**src/rtl/core/assert_macros.svh**
```systemverilog
// Assertion macros used by the top level of the polyphase decimator RTL.
`ifndef ASSERT_MACROS_SVH
`define ASSERT_MACROS_SVH

`ifndef SYNTH

`define ASSERT_IMPLIES(lbl, clk, rst, pre, post, msg) \
  lbl: assert property (@(posedge clk) disable iff (rst) (pre) |-> (post)) else $error(msg);

`define ASSERT_NEXT(lbl, clk, rst, pre, post, msg) \
  lbl: assert property (@(posedge clk) disable iff (rst) (pre) |=> (post)) else $error(msg);

`else

`define ASSERT_IMPLIES(lbl, clk, rst, pre, post, msg)

`define ASSERT_NEXT(lbl, clk, rst, pre, post, msg)

`endif

`endif

```
**src/rtl/core/pfd_pkg.sv**
```systemverilog
// Package with sizes, coefficient table and stage bundles of the polyphase decimator.
package pfd_pkg;

  localparam int STAGES       = 5;
  localparam int PHASES       = 9;
  localparam int SAMPLE_WIDTH = 16;
  localparam int COEF_WIDTH   = 13;
  localparam int PROD_WIDTH   = SAMPLE_WIDTH + COEF_WIDTH;
  localparam int DOT_WIDTH    = PROD_WIDTH + $clog2(STAGES);
  localparam int ACC_WIDTH    = 40;
  localparam int PHASE_WIDTH  = $clog2(PHASES);
  localparam int ROWS         = STAGES - 1;

  typedef logic [PHASE_WIDTH-1:0]         phase_t;
  typedef logic signed [SAMPLE_WIDTH-1:0] sample_t;
  typedef logic signed [COEF_WIDTH-1:0]   coef_t;
  typedef logic signed [PROD_WIDTH-1:0]   prod_t;
  typedef logic signed [DOT_WIDTH-1:0]    dot_t;
  typedef logic signed [ACC_WIDTH-1:0]    acc_t;

  localparam phase_t PHASE_LAST = PHASE_WIDTH'(PHASES - 1);

  localparam coef_t COEF_TAB [STAGES][PHASES] = '{
    '{13'sd1883, 13'sd1700, 13'sd1518, 13'sd1338, 13'sd1163,
      13'sd994,  13'sd833,  13'sd680,  13'sd537},
    '{13'sd3244, 13'sd3140, 13'sd3021, 13'sd2887, 13'sd2740,
      13'sd2583, 13'sd2417, 13'sd2243, 13'sd2064},
    '{13'sd3331, 13'sd3400, 13'sd3449, 13'sd3479, 13'sd3489,
      13'sd3479, 13'sd3449, 13'sd3400, 13'sd3331},
    '{13'sd2064, 13'sd2243, 13'sd2417, 13'sd2583, 13'sd2740,
      13'sd2887, 13'sd3021, 13'sd3140, 13'sd3244},
    '{13'sd537,  13'sd680,  13'sd833,  13'sd994,  13'sd1163,
      13'sd1338, 13'sd1518, 13'sd1700, 13'sd1883}
  };

  typedef struct packed {
    logic                      valid;
    phase_t                    phase;
    logic [STAGES-1:0][SAMPLE_WIDTH-1:0] tap;
  } tap_bundle_t;

  typedef struct packed {
    logic                      valid;
    logic                      last;
    logic [STAGES-1:0][PROD_WIDTH-1:0] prod;
  } prod_bundle_t;

endpackage

```
**src/rtl/core/pfd_delay_line.sv**
```systemverilog
// Phase counter, per-phase delay columns and registered tap read.
module pfd_delay_line
  import pfd_pkg::*;
(
  input  logic        clk,
  input  logic        rst,
  input  logic        en,
  input  logic        accept,
  input  sample_t     sample,
  output tap_bundle_t tap_q
);

  sample_t delay_store [ROWS][PHASES];
  phase_t  phase_count;
  phase_t  phase_count_next;

  assign phase_count_next = (phase_count == PHASE_LAST) ? '0 : phase_count + phase_t'(1);

  always_ff @(posedge clk) begin
    if (rst) begin
      phase_count <= '0;
      tap_q.valid <= 1'b0;
      for (int r = 0; r < ROWS; r++) begin
        for (int c = 0; c < PHASES; c++) begin
          delay_store[r][c] <= '0;
        end
      end
    end else if (en) begin
      tap_q.valid <= accept;
      if (accept) begin
        phase_count <= phase_count_next;
        tap_q.phase <= phase_count;
        for (int r = 0; r < ROWS; r++) begin
          tap_q.tap[r] <= delay_store[r][phase_count];
        end
        tap_q.tap[STAGES-1] <= sample;
        for (int r = 0; r < ROWS - 1; r++) begin
          delay_store[r][phase_count] <= delay_store[r+1][phase_count];
        end
        delay_store[ROWS-1][phase_count] <= sample;
      end
    end
  end

endmodule

```
**src/rtl/core/pfd_products.sv**
```systemverilog
// Tap by coefficient products for the current phase column.
module pfd_products
  import pfd_pkg::*;
(
  input  logic         clk,
  input  logic         rst,
  input  logic         en,
  input  tap_bundle_t  tap_q,
  output prod_bundle_t prod_q
);

  prod_t prod [STAGES];

  always_comb begin
    for (int k = 0; k < STAGES; k++) begin
      prod[k] = prod_t'($signed(tap_q.tap[k])) * prod_t'(COEF_TAB[k][tap_q.phase]);
    end
  end

  always_ff @(posedge clk) begin
    if (rst) begin
      prod_q.valid <= 1'b0;
    end else if (en) begin
      prod_q.valid <= tap_q.valid;
      if (tap_q.valid) begin
        prod_q.last <= (tap_q.phase == PHASE_LAST);
        for (int k = 0; k < STAGES; k++) begin
          prod_q.prod[k] <= prod[k];
        end
      end
    end
  end

endmodule

```
**src/rtl/core/pfd_accum.sv**
```systemverilog
// Product sum, running phase accumulator and output register.
module pfd_accum
  import pfd_pkg::*;
(
  input  logic         clk,
  input  logic         rst,
  input  prod_bundle_t prod_q,
  input  logic         out_ready,
  output logic         out_valid,
  output acc_t         filtered,
  output logic         en
);

  dot_t dot;
  acc_t partial_sum;
  acc_t partial_sum_next;

  always_comb begin
    dot = '0;
    for (int k = 0; k < STAGES; k++) begin
      dot = dot + dot_t'($signed(prod_q.prod[k]));
    end
  end

  assign partial_sum_next = partial_sum + acc_t'(dot);
  assign en = !(prod_q.valid && prod_q.last && out_valid && !out_ready);

  always_ff @(posedge clk) begin
    if (rst) begin
      partial_sum <= '0;
      out_valid   <= 1'b0;
    end else begin
      if (out_valid && out_ready) begin
        out_valid <= 1'b0;
      end
      if (en && prod_q.valid) begin
        if (prod_q.last) begin
          partial_sum <= '0;
          out_valid   <= 1'b1;
        end else begin
          partial_sum <= partial_sum_next;
        end
      end
    end
  end

  always_ff @(posedge clk) begin
    if (en && prod_q.valid && prod_q.last) begin
      filtered <= partial_sum_next;
    end
  end

endmodule

```
**src/rtl/core/polyphase_fir_decimator.sv**
```systemverilog
// 45-tap FIR decimate-by-9 filter in polyphase form, 5 stages by 9 phases.
// Takes one signed 16-bit sample per clock unless stalled and gives one 40-bit sum after
// every ninth sample; a result goes from the tap and product registers into the output
// register. The path is delay read, five parallel multiplies, then sum and accumulate,
// one register stage each. Input stalls only when a finished sum reaches the accumulator
// while the previous one still sits unread in the output register.
`include "assert_macros.svh"

module polyphase_fir_decimator
  import pfd_pkg::*;
(
  input  logic        clk,
  input  logic        rst,
  input  logic        s_tvalid,
  output logic        s_tready,
  input  logic [15:0] s_tdata,   // [15:0] sample
  output logic        m_tvalid,
  input  logic        m_tready,
  output logic [39:0] m_tdata    // [39:0] filtered
);

  logic         en;
  tap_bundle_t  tap_q;
  prod_bundle_t prod_q;
  acc_t         filtered;

  assign s_tready = en;
  assign m_tdata  = filtered;

  pfd_delay_line u_delay (
    .clk    (clk),
    .rst    (rst),
    .en     (en),
    .accept (s_tvalid),
    .sample (sample_t'(s_tdata)),
    .tap_q  (tap_q)
  );

  pfd_products u_products (
    .clk    (clk),
    .rst    (rst),
    .en     (en),
    .tap_q  (tap_q),
    .prod_q (prod_q)
  );

  pfd_accum u_accum (
    .clk       (clk),
    .rst       (rst),
    .prod_q    (prod_q),
    .out_ready (m_tready),
    .out_valid (m_tvalid),
    .filtered  (filtered),
    .en        (en)
  );

  `ASSERT_IMPLIES(a_stall_cause, clk, rst, !s_tready,
    m_tvalid && !m_tready && prod_q.valid && prod_q.last,
    "input stalled without a pending result")
  `ASSERT_IMPLIES(a_result_after_last, clk, rst, $rose(m_tvalid),
    $past(prod_q.valid && prod_q.last), "result without a last phase")
  `ASSERT_IMPLIES(a_phase_range, clk, rst, tap_q.valid, tap_q.phase <= PHASE_LAST,
    "phase out of range")
  `ASSERT_NEXT(a_hold_result, clk, rst, m_tvalid && !m_tready,
    m_tvalid && $stable(m_tdata), "output word changed while waiting")

endmodule

```
**config.mk**
```make
export PLATFORM = sky130hd
export DESIGN_NAME = polyphase_fir_decimator
export DESIGN_NICKNAME = d
export VERILOG_FILES = /design/src/rtl/core/pfd_pkg.sv /design/src/rtl/core/pfd_delay_line.sv /design/src/rtl/core/pfd_products.sv /design/src/rtl/core/pfd_accum.sv /design/src/rtl/core/polyphase_fir_decimator.sv
export VERILOG_INCLUDE_DIRS = /design/src /design/src/rtl/core
export SDC_FILE = /design/constraint.sdc
export NUM_CORES = 2
export LEC_CHECK = 0
export BUFFER_PORTS_ARGS = -buffer_cell sky130_fd_sc_hd__buf_2
export CAP_MARGIN = 20
export CORE_UTILIZATION = 46
export DETAILED_ROUTE_END_ITERATION = 10
export PLACE_DENSITY = 0.59
export REMOVE_ABC_BUFFERS = 1
export SYNTH_ARGS = -nofsm -noshare
export SYNTH_HDL_FRONTEND = slang
export SYNTH_SLANG_ARGS = --single-unit
```
**constraint.sdc**
```tcl
create_clock -name clk -period 9.25 [get_ports clk]
set_input_delay 1.3875 -clock clk [delete_from_list [all_inputs] [get_ports clk]]
set_output_delay 1.3875 -clock clk [all_outputs]
set_load 0.02 [all_outputs]
```
==> impl_metrics.env <==
export IMPL_grt_max_degree=119
export IMPL_drt_iter0_markers=3501
export IMPL_rsz0062_at_grt="no"
export IMPL_crit_type="flop to flop"
export IMPL_vias_per_cell=5.453
export IMPL_cts_made_buffers=96
export IMPL_area_growth_synth_to_final_pct=7.841
export IMPL_path_common_cell="a21oi_1"
export IMPL_timing_critical_path_slowest_stage_cell="or4_4"
export IMPL_whs_ns=0.4522
export IMPL_slew_viol_final=0
export IMPL_cts_root_buf="clkbuf_16"
export IMPL_async_flop_share_pct=0
export IMPL_clk_pin_slew_worst_paths_ns=0.06
export IMPL_grt_pass1_vias=52760
export IMPL_start_util_pct=46.42
export IMPL_antenna_left=0
export IMPL_r2r_end="u_accum.partial_sum[36]$_SDFFE_PP0P_"
export IMPL_drive_gt1_share_pct=6.307
export IMPL_gp_congestion=0.9346
export IMPL_antenna_found_initial=14
export IMPL_ctsHoldBuffers=0
export IMPL_crit_path_end_kind="flop"
export IMPL_drt_pass1_iter_count=6
export IMPL_timing_rr_start="u_products.prod_q[1]$_DFFE_PP_"
export IMPL_finalWorstSetupSlack_ns=0.5661
export IMPL_critPathLaunchType="flop"
export IMPL_cp_arrival_ns=9.30
export IMPL_rows=146
export IMPL_yosys_area_top_type="fa_1"
export IMPL_tightestPinTransition_ns=1.194
export IMPL_post_route_period_util_pct=93.88
export IMPL_synth_edf_count=574
export IMPL_hpwl_um=151400
export IMPL_synth_top_area_share_pct=24.45
export IMPL_fin_crit_ns=8.684
export IMPL_ys_seq_area_share_pct=32.06
export IMPL_cts_tree="built"
export IMPL_final_nets=8539
export IMPL_die_w_um=402.2
export IMPL_synth_most_common_cell="inv_1"
export IMPL_io_pins=62
export IMPL_h_tree_depth=3
export IMPL_die_h_um=402.2
export IMPL_slowest_delay_ns=0.50
export IMPL_hold_depth=2
export IMPL_cp_required_ns=9.86
export IMPL_synth_area_per_cell_um2=10.15
export IMPL_ys_warn_count=0
export IMPL_max_cap_violations=0
export IMPL_wl_per_cell_um=21.87
export IMPL_fin_setup_tns_ns=0
export IMPL_hp_start="u_delay.delay_store[3][115]$_SDFFE_PP0P_"
export IMPL_synth_cell_types=87
export IMPL_syn_area_um2=73690
export IMPL_finalHoldViolCount=0
export IMPL_path_max_fanout=8
export IMPL_fin_skew_ns=0.06286
export IMPL_ys_top_cells_by_count="inv_1, nand2_1, fa_1, edfxtp_1, ha_1"
export IMPL_dieArea_um2=161800
export IMPL_drc=0
export IMPL_clockBufferDepth=3
export IMPL_r2r_setup_slack_ns=0.57
export IMPL_cts_sinks=893
export IMPL_slew_limit_headroom_pct=20.40
export IMPL_grt_remaining_overflow=0
export IMPL_place_ws_ns=0.4558
export IMPL_status="finished, final reports clean"
export IMPL_vias=50840
export IMPL_clock_fmax_ghz=0.1152
export IMPL_track_usage_pct=25.61
export IMPL_io_buffers=61
export IMPL_syn_inst=7262
export IMPL_setup_viol=0
export IMPL_insertion_delay_ns=0.77
export IMPL_routed_wl_um=203900
export IMPL_hold_end="u_delay.delay_store[3][115]$_SDFFE_PP0P_"
export IMPL_synth_main_ff_cell="edfxtp_1"
export IMPL_synth_top_cells_by_area="fa_1, edfxtp_1, dfxtp_1"
export IMPL_r2r_cells=35
export IMPL_synth_seq_cells=893
export IMPL_grt_first_pass_wirelength_um=317000
export IMPL_hold_class="flop to flop"
export IMPL_core_um2=158700
==> area by class of cell <==
cell class / count / area [µm²]
fill: 14500 / 79280
multi-input combinational: 4926 / 44790
sequential: 893 / 23630
inverter: 1089 / 4091
clock buffer: 127 / 2683
tap: 2072 / 2592
timing repair buffer: 158 / 1079
clock inverter: 53 / 590.6
antenna: 4 / 10.01
==> how the worst max path moves through the flow <==
| stage | end | slack [ns] | start | cells past startpoint |
|---|---|---|---|---|
| after floorplan | u_delay.delay_store[1][0]$_DFFE_PP_ | -0.17 | m_tready | 7 |
| after global placement | u_accum.partial_sum[36]$_SDFFE_PP0P_ | 0.42 | u_products.prod_q[1]$_DFFE_PP_ | 35 |
| after detailed placement | u_accum.partial_sum[32]$_SDFFE_PP0P_ | 0.46 | u_products.prod_q[1]$_DFFE_PP_ | 35 |
| after CTS | u_accum.partial_sum[36]$_SDFFE_PP0P_ | 0.38 | u_products.prod_q[1]$_DFFE_PP_ | 35 |
| after global routing | u_accum.partial_sum[36]$_SDFFE_PP0P_ | 0.02 | u_products.prod_q[1]$_DFFE_PP_ | 35 |
| final | u_accum.partial_sum[36]$_SDFFE_PP0P_ | 0.57 | u_products.prod_q[1]$_DFFE_PP_ | 35 |
==> worst max-delay path, delay by kind of cell, from the launching register on <==
family          cells  cell delay [ns]
xor+xnor            3             0.46
simple gates        5             1.10
fa+ha+maj           6             2.47
compound gates     21             4.14
flops               1             0.40
==> metal layers <==
metal	global-route usage, %	routed length (µm)	up-vias
met4	9.669	8621	10
met5	0	60	-
met1	33.78	87000	25600
met2	42.59	96540	1459
li1	-	-	23440
met3	3.855	11670	326
==> sequential cells by signal (all words and copies together), names as in the netlist <==
register / flops
u_accum.filtered: 40
u_accum.out_valid: 1
u_accum.partial_sum: 40
u_delay.delay_store: 576
u_delay.phase_count: 4
u_delay.tap_q: 85
u_products.prod_q: 147
==> metrics by stage <==
step	instance area [µm²]	instances	utilization, %
detailed placement	76170	9138	47.98
CTS	79440	9318	50.04
global placement	76130	9136	47.96
global route	79460	9318	50.05
floorplan	72330	6908	-
finish	79470	9322	50.06
==> kinds of logic after synthesis <==
group	after synthesis	share of synthesized area [%]
xor+xnor	218	2.591
simple gates	2135	13.27
fa+ha+maj	1355	32.18
mux	196	3.751
buf+inv	1443	7.385
flops	893	32.06
compound gates	1022	8.772
==> cell usage in the layout, fill, tap and decap left out, types with 24 or more instances in the layout <==
cell type  Yosys  final
fa_1         900    900
ha_1         455    454
a21oi_1      419    413
inv_1       1087   1086
xnor2_1      161    161
o21ai_0      119    119
buf_4          0     94
and2_1       307    308
o21bai_1      40     39
clkbuf_16      0     99
and3_1        31     29
o22ai_1       56     56
nand2b_1      25     24
nor2b_1      152    150
nand2_1      929    925
mux2i_1      131    131
a21o_1        83     83
a22o_1        26     26
xor2_1        57     57
buf_2         20     60
edfxtp_1     574    574
mux4_2        64     64
a22oi_1       59     46
nor2_1       427    423
a211oi_1      61     61
dfxtp_1      319    316
nor3_1        36     36
o21a_1        26     26
nand3_1      164    163
==> what timing repair did <==
action                                  CTS  global route
endpoints found under the setup margin    0            12
buffers inserted                          0             0
gates resized for setup                   0             5
Power is not shown: default switching activity piles up to over one toggle a cycle in this logic, so the estimate is an artifact.
